==> src/hdl/fsha_pkg.sv <==
// types, codes and constant tables shared by the fan speed and humidity alarm regulator
// used by fsha_cfg_regs, fsha_step and the top level core; no dependencies
package fsha_pkg;

  // action mode, one-hot
  typedef enum logic [3:0] {
    MODE_DISP = 4'b0001,
    MODE_FAN  = 4'b0010,
    MODE_BUZ  = 4'b0100,
    MODE_ADJ  = 4'b1000
  } mode_e;

  // reported mode codes
  localparam logic [2:0] MODE_OUT_NORMAL = 3'd0;
  localparam logic [2:0] MODE_OUT_DEBUG  = 3'd1;
  localparam logic [2:0] MODE_OUT_FAN    = 3'd2;
  localparam logic [2:0] MODE_OUT_BUZ    = 3'd3;
  localparam logic [2:0] MODE_OUT_ADJ    = 3'd4;

  // command codes
  localparam logic CMD_SAMPLE = 1'b0;
  localparam logic CMD_KEY    = 1'b1;

  // key codes
  localparam logic [3:0] KEY_1 = 4'd1;
  localparam logic [3:0] KEY_2 = 4'd2;
  localparam logic [3:0] KEY_3 = 4'd3;
  localparam logic [3:0] KEY_4 = 4'd4;
  localparam logic [3:0] KEY_5 = 4'd5;
  localparam logic [3:0] KEY_6 = 4'd6;
  localparam logic [3:0] KEY_7 = 4'd7;
  localparam logic [3:0] KEY_8 = 4'd8;

  // configuration register indexes
  localparam logic [2:0] REG_HUM_LOW_FLOOR    = 3'd0;
  localparam logic [2:0] REG_HUM_LOW_CEILING  = 3'd1;
  localparam logic [2:0] REG_HUM_HIGH_FLOOR   = 3'd2;
  localparam logic [2:0] REG_HUM_HIGH_CEILING = 3'd3;
  localparam logic [2:0] REG_TEMP_FLOOR       = 3'd4;
  localparam logic [2:0] REG_TEMP_CEILING     = 3'd5;
  localparam logic [2:0] REG_HUM_STEP_SIZE    = 3'd6;
  localparam logic [2:0] REG_TEMP_STEP_SIZE   = 3'd7;

  localparam logic [7:0] DUTY_FULL = 8'd255;
  localparam logic [7:0] FAN_WINDOW = 8'd4;

  typedef struct packed {
    logic [7:0] hum_low_floor;
    logic [7:0] hum_low_ceiling;
    logic [7:0] hum_high_floor;
    logic [7:0] hum_high_ceiling;
    logic [7:0] temp_floor;
    logic [7:0] temp_ceiling;
    logic [5:0] hum_step_size;
    logic [4:0] temp_step_size;
  } cfg_t;

  typedef struct packed {
    logic       command;
    logic [7:0] temperature;
    logic [6:0] humidity;
    logic       sensor_fault;
    logic [3:0] key;
  } item_t;

  typedef struct packed {
    mode_e      mode;
    logic       dbg;
    logic [7:0] hum_low;
    logic [7:0] hum_high;
    logic [7:0] temp_start;
    logic [7:0] duty;
    logic [6:0] pct;
  } state_t;

  typedef struct packed {
    logic [7:0] temp_start_now;
    logic [7:0] hum_high_now;
    logic [7:0] hum_low_now;
    logic [2:0] mode_now;
    logic       buzzer_on;
    logic [6:0] fan_percent;
    logic [7:0] fan_duty;
  } result_t;

  // fan level 0..5 to percent (steps of 20)
  function automatic logic [6:0] level_pct(input logic [2:0] lvl);
    logic [6:0] p;
    case (lvl)
      3'd0:    p = 7'd0;
      3'd1:    p = 7'd20;
      3'd2:    p = 7'd40;
      3'd3:    p = 7'd60;
      3'd4:    p = 7'd80;
      default: p = 7'd100;
    endcase
    return p;
  endfunction

  // fan level 0..5 to duty, percent*255/100
  function automatic logic [7:0] level_duty(input logic [2:0] lvl);
    logic [7:0] d;
    case (lvl)
      3'd0:    d = 8'd0;
      3'd1:    d = 8'd51;
      3'd2:    d = 8'd102;
      3'd3:    d = 8'd153;
      3'd4:    d = 8'd204;
      default: d = 8'd255;
    endcase
    return d;
  endfunction

endpackage

==> src/hdl/fsha_cfg_regs.sv <==
// configuration register file of the regulator: threshold bounds and step sizes
// depends on fsha_pkg
module fsha_cfg_regs (
  input  logic              clk_i,
  input  logic              rst_ni,
  input  logic              wr_en_i,
  input  logic [2:0]        wr_index_i,
  input  logic [7:0]        wr_data_i,
  output fsha_pkg::cfg_t    cfg_o
);

  fsha_pkg::cfg_t cfg_q, cfg_d;

  // decode one register write
  always_comb begin
    cfg_d = cfg_q;
    if (wr_en_i) begin
      case (wr_index_i)
        fsha_pkg::REG_HUM_LOW_FLOOR:    cfg_d.hum_low_floor    = wr_data_i;
        fsha_pkg::REG_HUM_LOW_CEILING:  cfg_d.hum_low_ceiling  = wr_data_i;
        fsha_pkg::REG_HUM_HIGH_FLOOR:   cfg_d.hum_high_floor   = wr_data_i;
        fsha_pkg::REG_HUM_HIGH_CEILING: cfg_d.hum_high_ceiling = wr_data_i;
        fsha_pkg::REG_TEMP_FLOOR:       cfg_d.temp_floor       = wr_data_i;
        fsha_pkg::REG_TEMP_CEILING:     cfg_d.temp_ceiling     = wr_data_i;
        fsha_pkg::REG_HUM_STEP_SIZE:    cfg_d.hum_step_size    = wr_data_i[5:0];
        fsha_pkg::REG_TEMP_STEP_SIZE:   cfg_d.temp_step_size   = wr_data_i[4:0];
        default: ;
      endcase
    end
  end

  always_ff @(posedge clk_i or negedge rst_ni) begin
    if (!rst_ni) begin
      cfg_q.hum_low_floor    <= 8'd10;
      cfg_q.hum_low_ceiling  <= 8'd60;
      cfg_q.hum_high_floor   <= 8'd50;
      cfg_q.hum_high_ceiling <= 8'd90;
      cfg_q.temp_floor       <= 8'd15;
      cfg_q.temp_ceiling     <= 8'd35;
      cfg_q.hum_step_size    <= 6'd5;
      cfg_q.temp_step_size   <= 5'd1;
    end else begin
      cfg_q <= cfg_d;
    end
  end

  assign cfg_o = cfg_q;

endmodule

==> src/hdl/fsha_step.sv <==
// combinational next-state and result logic for one sample or key transaction
// depends on fsha_pkg
module fsha_step #(
  parameter int unsigned DEFAULT_HUM_LOW    = 40,
  parameter int unsigned DEFAULT_HUM_HIGH   = 70,
  parameter int unsigned DEFAULT_TEMP_START = 25
) (
  input  fsha_pkg::cfg_t    cfg_i,
  input  fsha_pkg::state_t  state_i,
  input  fsha_pkg::item_t   item_i,
  output fsha_pkg::state_t  state_o,
  output fsha_pkg::result_t result_o
);

  fsha_pkg::state_t s;
  logic             buzz;
  logic [8:0]       win_top;
  logic [7:0]       t_diff;
  logic [2:0]       lvl;
  logic [2:0]       mode_out;

  // fan level from temperature and start threshold
  always_comb begin
    win_top = {1'b0, state_i.temp_start} + {1'b0, fsha_pkg::FAN_WINDOW};
    t_diff  = item_i.temperature - state_i.temp_start;
    if (item_i.temperature < state_i.temp_start) begin
      lvl = 3'd0;
    end else if ({1'b0, item_i.temperature} >= win_top) begin
      lvl = 3'd5;
    end else begin
      lvl = t_diff[2:0] + 3'd1;
    end
  end

  // state update
  always_comb begin
    s    = state_i;
    buzz = 1'b0;
    if (item_i.command == fsha_pkg::CMD_KEY) begin
      if (state_i.mode == fsha_pkg::MODE_ADJ) begin
        // threshold adjust keys, default restore (key 4) and exit to display (key 8)
        case (item_i.key)
          fsha_pkg::KEY_1: if (state_i.hum_low < cfg_i.hum_low_ceiling)
            s.hum_low = state_i.hum_low + {2'b0, cfg_i.hum_step_size};
          fsha_pkg::KEY_5: if (state_i.hum_low > cfg_i.hum_low_floor)
            s.hum_low = state_i.hum_low - {2'b0, cfg_i.hum_step_size};
          fsha_pkg::KEY_2: if (state_i.hum_high < cfg_i.hum_high_ceiling)
            s.hum_high = state_i.hum_high + {2'b0, cfg_i.hum_step_size};
          fsha_pkg::KEY_6: if (state_i.hum_high > cfg_i.hum_high_floor)
            s.hum_high = state_i.hum_high - {2'b0, cfg_i.hum_step_size};
          fsha_pkg::KEY_3: if (state_i.temp_start < cfg_i.temp_ceiling)
            s.temp_start = state_i.temp_start + {3'b0, cfg_i.temp_step_size};
          fsha_pkg::KEY_7: if (state_i.temp_start > cfg_i.temp_floor)
            s.temp_start = state_i.temp_start - {3'b0, cfg_i.temp_step_size};
          fsha_pkg::KEY_4: begin
            s.hum_low    = 8'(DEFAULT_HUM_LOW);
            s.hum_high   = 8'(DEFAULT_HUM_HIGH);
            s.temp_start = 8'(DEFAULT_TEMP_START);
          end
          fsha_pkg::KEY_8: begin
            s.mode = fsha_pkg::MODE_DISP;
            s.dbg  = 1'b0;
            s.duty = 8'd0;
            s.pct  = 7'd0;
          end
          default: ;
        endcase
      end else begin
        // mode keys
        case (item_i.key)
          fsha_pkg::KEY_1, fsha_pkg::KEY_2: begin
            s.mode = fsha_pkg::MODE_DISP;
            s.dbg  = 1'b0;
            s.duty = 8'd0;
            s.pct  = 7'd0;
          end
          fsha_pkg::KEY_3: begin
            s.pct = 7'd0;
            if (state_i.mode == fsha_pkg::MODE_DISP || state_i.mode == fsha_pkg::MODE_BUZ) begin
              s.mode = fsha_pkg::MODE_FAN;
              s.duty = fsha_pkg::DUTY_FULL;
            end else begin
              s.mode = fsha_pkg::MODE_DISP;
            end
          end
          fsha_pkg::KEY_4: begin
            s.pct = 7'd0;
            if (state_i.mode == fsha_pkg::MODE_DISP || state_i.mode == fsha_pkg::MODE_FAN) begin
              s.mode = fsha_pkg::MODE_BUZ;
              s.duty = 8'd0;
            end else begin
              s.mode = fsha_pkg::MODE_DISP;
            end
          end
          fsha_pkg::KEY_5: begin
            s.dbg  = !state_i.dbg;
            s.mode = fsha_pkg::MODE_DISP;
            s.duty = 8'd0;
            s.pct  = 7'd0;
          end
          fsha_pkg::KEY_6: begin
            s.dbg  = 1'b0;
            s.mode = fsha_pkg::MODE_ADJ;
            s.duty = 8'd0;
            s.pct  = 7'd0;
          end
          default: ;
        endcase
      end
      buzz = (s.mode == fsha_pkg::MODE_BUZ);
    end else begin
      // sensor sample
      case (state_i.mode)
        fsha_pkg::MODE_DISP: begin
          if (!state_i.dbg) begin
            if (item_i.sensor_fault) begin
              s.duty = 8'd0;
              s.pct  = 7'd0;
            end else begin
              buzz   = ({1'b0, item_i.humidity} <= state_i.hum_low) ||
                       ({1'b0, item_i.humidity} >= state_i.hum_high);
              s.pct  = fsha_pkg::level_pct(lvl);
              s.duty = fsha_pkg::level_duty(lvl);
            end
          end
        end
        fsha_pkg::MODE_FAN: s.duty = fsha_pkg::DUTY_FULL;
        fsha_pkg::MODE_BUZ: begin
          s.duty = 8'd0;
          buzz   = 1'b1;
        end
        default: s.duty = 8'd0;
      endcase
    end
  end

  // reported mode code
  always_comb begin
    case (s.mode)
      fsha_pkg::MODE_DISP: mode_out = s.dbg ? fsha_pkg::MODE_OUT_DEBUG
                                            : fsha_pkg::MODE_OUT_NORMAL;
      fsha_pkg::MODE_FAN:  mode_out = fsha_pkg::MODE_OUT_FAN;
      fsha_pkg::MODE_BUZ:  mode_out = fsha_pkg::MODE_OUT_BUZ;
      default:             mode_out = fsha_pkg::MODE_OUT_ADJ;
    endcase
  end

  assign state_o = s;

  always_comb begin
    result_o.fan_duty       = s.duty;
    result_o.fan_percent    = (mode_out == fsha_pkg::MODE_OUT_NORMAL) ? s.pct : 7'd0;
    result_o.buzzer_on      = buzz;
    result_o.mode_now       = mode_out;
    result_o.hum_low_now    = s.hum_low;
    result_o.hum_high_now   = s.hum_high;
    result_o.temp_start_now = s.temp_start;
  end

endmodule

==> src/hdl/fan_speed_and_humidity_alarm_regulator_core.sv <==
// top level of the fan speed and humidity alarm regulator: stream ports and pipeline
// depends on fsha_pkg, fsha_cfg_regs and fsha_step

// Each input transaction is a sensor sample (tuser 0) or a key press (tuser 1) and
// gives exactly one result transaction. The block has an input register and a result
// register with the update logic between them. An accepted input is held in the input
// register until the result register is free or being taken, and then its result is
// loaded there. One transaction is accepted every cycle while the output side keeps
// taking results; the regulator state (mode, thresholds, held duty and percent) is
// updated once per transaction in that single stage.
// Configuration is always accepted and must only be written while the block is idle.
module fan_speed_and_humidity_alarm_regulator_core #(
  parameter int unsigned DEFAULT_HUM_LOW    = 40,
  parameter int unsigned DEFAULT_HUM_HIGH   = 70,
  parameter int unsigned DEFAULT_TEMP_START = 25
) (
  input  logic        clk_i,
  input  logic        rst_ni,
  // input stream
  input  logic        s_axis_tvalid,
  output logic        s_axis_tready,
  // tdata: temperature[7:0], humidity[14:8], sensor_fault[15], key[19:16], zero[23:20]
  input  logic [23:0] s_axis_tdata,
  // tuser: command[0]
  input  logic        s_axis_tuser,
  // result stream
  output logic        m_axis_tvalid,
  input  logic        m_axis_tready,
  // tdata: fan_duty[7:0], fan_percent[14:8], buzzer_on[15], mode_now[18:16],
  //        hum_low_now[26:19], hum_high_now[34:27], temp_start_now[42:35], zero[47:43]
  output logic [47:0] m_axis_tdata,
  // configuration writes
  input  logic        cfg_valid_i,
  output logic        cfg_ready_o,
  input  logic [2:0]  cfg_index_i,
  input  logic [7:0]  cfg_data_i
);

  fsha_pkg::cfg_t    cfg;
  fsha_pkg::item_t   in_q;
  fsha_pkg::state_t  state_q, state_d;
  fsha_pkg::result_t res_d, res_q;
  logic              in_v_q, out_v_q, adv;

  assign cfg_ready_o = 1'b1;

  fsha_cfg_regs u_cfg (
    .clk_i      (clk_i),
    .rst_ni     (rst_ni),
    .wr_en_i    (cfg_valid_i),
    .wr_index_i (cfg_index_i),
    .wr_data_i  (cfg_data_i),
    .cfg_o      (cfg)
  );

  fsha_step #(
    .DEFAULT_HUM_LOW    (DEFAULT_HUM_LOW),
    .DEFAULT_HUM_HIGH   (DEFAULT_HUM_HIGH),
    .DEFAULT_TEMP_START (DEFAULT_TEMP_START)
  ) u_step (
    .cfg_i    (cfg),
    .state_i  (state_q),
    .item_i   (in_q),
    .state_o  (state_d),
    .result_o (res_d)
  );

  // stage handshake
  assign adv           = !out_v_q || m_axis_tready;
  assign s_axis_tready = !in_v_q || adv;

  // input register
  always_ff @(posedge clk_i or negedge rst_ni) begin
    if (!rst_ni) begin
      in_v_q <= 1'b0;
    end else if (s_axis_tready) begin
      in_v_q <= s_axis_tvalid;
    end
  end

  always_ff @(posedge clk_i) begin
    if (s_axis_tvalid && s_axis_tready) begin
      in_q.command      <= s_axis_tuser;
      in_q.temperature  <= s_axis_tdata[7:0];
      in_q.humidity     <= s_axis_tdata[14:8];
      in_q.sensor_fault <= s_axis_tdata[15];
      in_q.key          <= s_axis_tdata[19:16];
    end
  end

  // regulator state, updated once per transaction
  always_ff @(posedge clk_i or negedge rst_ni) begin
    if (!rst_ni) begin
      state_q.mode       <= fsha_pkg::MODE_DISP;
      state_q.dbg        <= 1'b0;
      state_q.hum_low    <= 8'(DEFAULT_HUM_LOW);
      state_q.hum_high   <= 8'(DEFAULT_HUM_HIGH);
      state_q.temp_start <= 8'(DEFAULT_TEMP_START);
      state_q.duty       <= 8'd0;
      state_q.pct        <= 7'd0;
    end else if (in_v_q && adv) begin
      state_q <= state_d;
    end
  end

  // result register
  always_ff @(posedge clk_i or negedge rst_ni) begin
    if (!rst_ni) begin
      out_v_q <= 1'b0;
    end else if (adv) begin
      out_v_q <= in_v_q;
    end
  end

  always_ff @(posedge clk_i) begin
    if (in_v_q && adv) begin
      res_q <= res_d;
    end
  end

  assign m_axis_tvalid = out_v_q;
  assign m_axis_tdata  = {5'd0, res_q};

endmodule
==> config.mk <==
export PLATFORM = sky130hd
export DESIGN_NAME = fan_speed_and_humidity_alarm_regulator_core
export DESIGN_NICKNAME = d
export VERILOG_FILES = /design/src/hdl/fsha_pkg.sv /design/src/hdl/fsha_cfg_regs.sv /design/src/hdl/fsha_step.sv /design/src/hdl/fan_speed_and_humidity_alarm_regulator_core.sv
export SDC_FILE = /design/constraint.sdc
export NUM_CORES = 1
export LEC_CHECK = 0
export BUFFER_PORTS_ARGS = -buffer_cell sky130_fd_sc_hd__buf_2
export CAP_MARGIN = 10
export CORE_MARGIN = 8
export CORE_UTILIZATION = 53
export DETAILED_ROUTE_END_ITERATION = 8
export PLACE_DENSITY = 0.8
export SYNTH_ARGS = -nofsm -noshare
export SYNTH_HDL_FRONTEND = slang
export SYNTH_SLANG_ARGS = --single-unit
==> constraint.sdc <==
create_clock -name clk_i -period 5.3 [get_ports clk_i]
set_input_delay 0.53 -clock clk_i [delete_from_list [all_inputs] [get_ports clk_i]]
set_output_delay 0.53 -clock clk_i [all_outputs]
set_load 0.05 [all_outputs]
==> reports/qor.yml <==
synth_top_family_by_area: "compound AO/OA/AOI/OAI gates"
cts_setup_buffers: 0
antennaDiodeCount: 0
synthTopCellsByCount: "nand2_1, ha_1, inv_1"
start_util_pct: 53.2
htreeDepth: 4
track_usage_pct: 22.3
vdd_ir_drop_max_mv: 0.224
synth_ff_type: "dfrtp_1"
synth_xor_xnor_area_share_pct: 1.83
wire_per_inst_um: 18.7
skew_ps: 12.5
postLayoutSetupSlackWorst_ps: 1760
die-area_um2: 26600
yosysTopAreaCellShare_pct: 16.8
maxCapViolations: 0
synth.most_common_cell: "nand2_1"
netlist_area_um2: 11500
hold_path_class: "input pin to asynchronous set/reset pin"
root_buffer: "clkbuf_16"
place_congestion: 0.918
grt_pass1_wl_um: 47500
synth-edff-count: 64
syn_area_per_cell_um2: 9.51
finalSetupTns_ps: 0
synthMuxAreaShare_pct: 4.03
pre_cts_slack_ps: 1800
final_nets: 1429
antenna_found_initial: 0
rsz0062_at_grt: "no"
grt_pass1_vias: 9245
vias_per_cell: 6.02
overflow: 0
fmax_mhz: 282
ys_ff_latch: 169
die_x_um: 163
hold_viol_final: 0
clock_latency_ps: 440
synth_cells: 1206
drive_above_1_share_pct: 16.9
postCtsHoldBufs: 0
clock_path_buffers: 2
outcome: "finished, final reports clean"
rows: 54
drv_slew: 0
max_slew_margin_pct: 36.8
power.total_mw: 4.85
yosys.area_share.simple_pct: 15.5
cts_resized: 0
p_per_area_nw_per_um2: 385
critPathCaptureType: "flop"
stdcell_area_um2: 12600
core_area_um2: 21600
drt-initial-drc-count: 769
synthAdderAreaFrac_pct: 13.2
required_ps: 5460
cellLeakagePower_nw: 5.45
antenna_left: 0
worst_setup_path_start_kind: "flop"
r2r_slack_ps: 1760
areaGrowthSynthToFinish_pct: 10.1
yosys.area.top_type: "edfxtp_1"
ys_seq_area_share_pct: 40.0
synth_warnings: 0
postPlaceCellArea_um2: 12100
setup_violations: 0
cts_num_sinks: 169
nFillCells: 1831
drc: 0
synthArstFlopShare_pct: 62.1
cts_tree: "yes"
cp_max_fo: 12
fp.dieH_um: 163
synth.area.top_cells: "edfxtp_1, dfrtp_1, ha_1, dfstp_2, o21ai_0"
grt_max_degree: 57
dp.final_hpwl_um: 21700
cts_buffers: 17
routed_wl_um: 29300
fin_crit_sh_pct: 66.8
synth-compound-area-share_pct: 19.8
ios: 92
clkTransAtPathRegs_ps: 70
vias: 9420
dr.pass1.iters: 9
tightest_slew_ps: 944
yosysUniqueCellTypes: 92
critPathKind: "flop to flop"
cp.arrival_ps: 3700
fin_crit_ps: 3540
portBuffers: 81
[per-layer routing]
metal / vias up / wire length [um] / GRT usage, %
met1: 4498 / 12500 / 28.9
met4: 0 / 966 / 9.97
li1: 4484 / - / -
met2: 367 / 13800 / 36.2
met3: 71 / 2040 / 3.58
met5: - / 0 / 0
[sequential cells by signal (all words and copies together), names as in the netlist]
signal and cells:
state_q 44, in_q 21, m_axis_tdata 43, m_axis_tvalid 1, u_cfg.cfg_o 59, in_v_q 1
[where the power goes]
part	total [mW]	switching (mW)	leakage [nW]	internal (mW)
clock	1.19	0.573	0.275	0.615
combinational	1.80	1.12	3.29	0.677
sequential	1.87	0.226	1.88	1.64
[stage by stage]
step / cells / hold slack (ps) / util, %
after floorplan: 1210 / 234 / -
after global placement: 1532 / 463 / 56.0
after detailed placement: 1532 / 471 / 56.0
after CTS: 1564 / 164 / 58.6
after global routing: 1564 / 190 / 58.6
final: 1564 / 152 / 58.6
[cell usage in the layout, fill, tap and decap left out, types with 11 or more instances in the layout]
master       n
clkbuf_16   17
o211ai_1    11
a21oi_1     72
dfrtp_1     73
buf_2       80
edfxtp_1    64
inv_1      103
nand2b_1    19
o21a_1      14
ha_1       111
nor2b_1     17
dfstp_2     32
a31oi_1     12
nor3_1      25
buf_4       11
and2_1      12
nand2_1    114
o21ai_1     15
nor2_1      75
xnor2_1     17
a21o_1      18
mux2_2      33
o21ai_0    101
nand3_1     18
[worst paths after layout]
path | to | from | depth (start not counted)
max in group asynchronous | state_q[35] | rst_ni | 2
worst min-delay path | u_cfg.cfg_o[38] | rst_ni | 1
worst max-delay path | m_axis_tdata[10] | state_q[17] | 11
worst max register to register | m_axis_tdata[10] | state_q[17] | 11
min in group clk_i | in_q[13] | s_axis_tdata[1] | 1
worst min register to register | state_q[5] | state_q[5] | 1
[logic make-up after synthesis]
| kind of cell | Yosys count |
|---|---|
| adder cells (fa/ha/maj) | 117 |
| flip-flops | 169 |
| XOR/XNOR | 24 |
| buffers and inverters | 155 |
| multiplexers | 42 |
| other | 2 |
| AO/OA/AOI/OAI | 351 |
| AND/OR/NAND/NOR | 346 |
[cell type report]
class | instances | area (um2) | share of cell area (%)
Clock inverter | 14 | 115 | 0.912
Clock buffer | 18 | 429 | 3.40
Timing Repair Buffer | 91 | 483 | 3.83
Multi-Input combinational cell | 886 | 6260 | 49.6
Inverter | 106 | 398 | 3.15
Tap cell | 280 | 350 | 2.78
Sequential cell | 169 | 4590 | 36.4
[worst max-delay path, stage by stage, from the launching register on]
cell and delay [ps]:
dfrtp_1 680, ha_1 310, nand3_1 110, xnor2_1 150
ha_1 290, a22o_1 210, nor4_1 180, o21ai_1 190
a221oi_1 530, nor2_1 200, a211oi_1 340, a211oi_2 80
(Power assumes the default switching activity.)
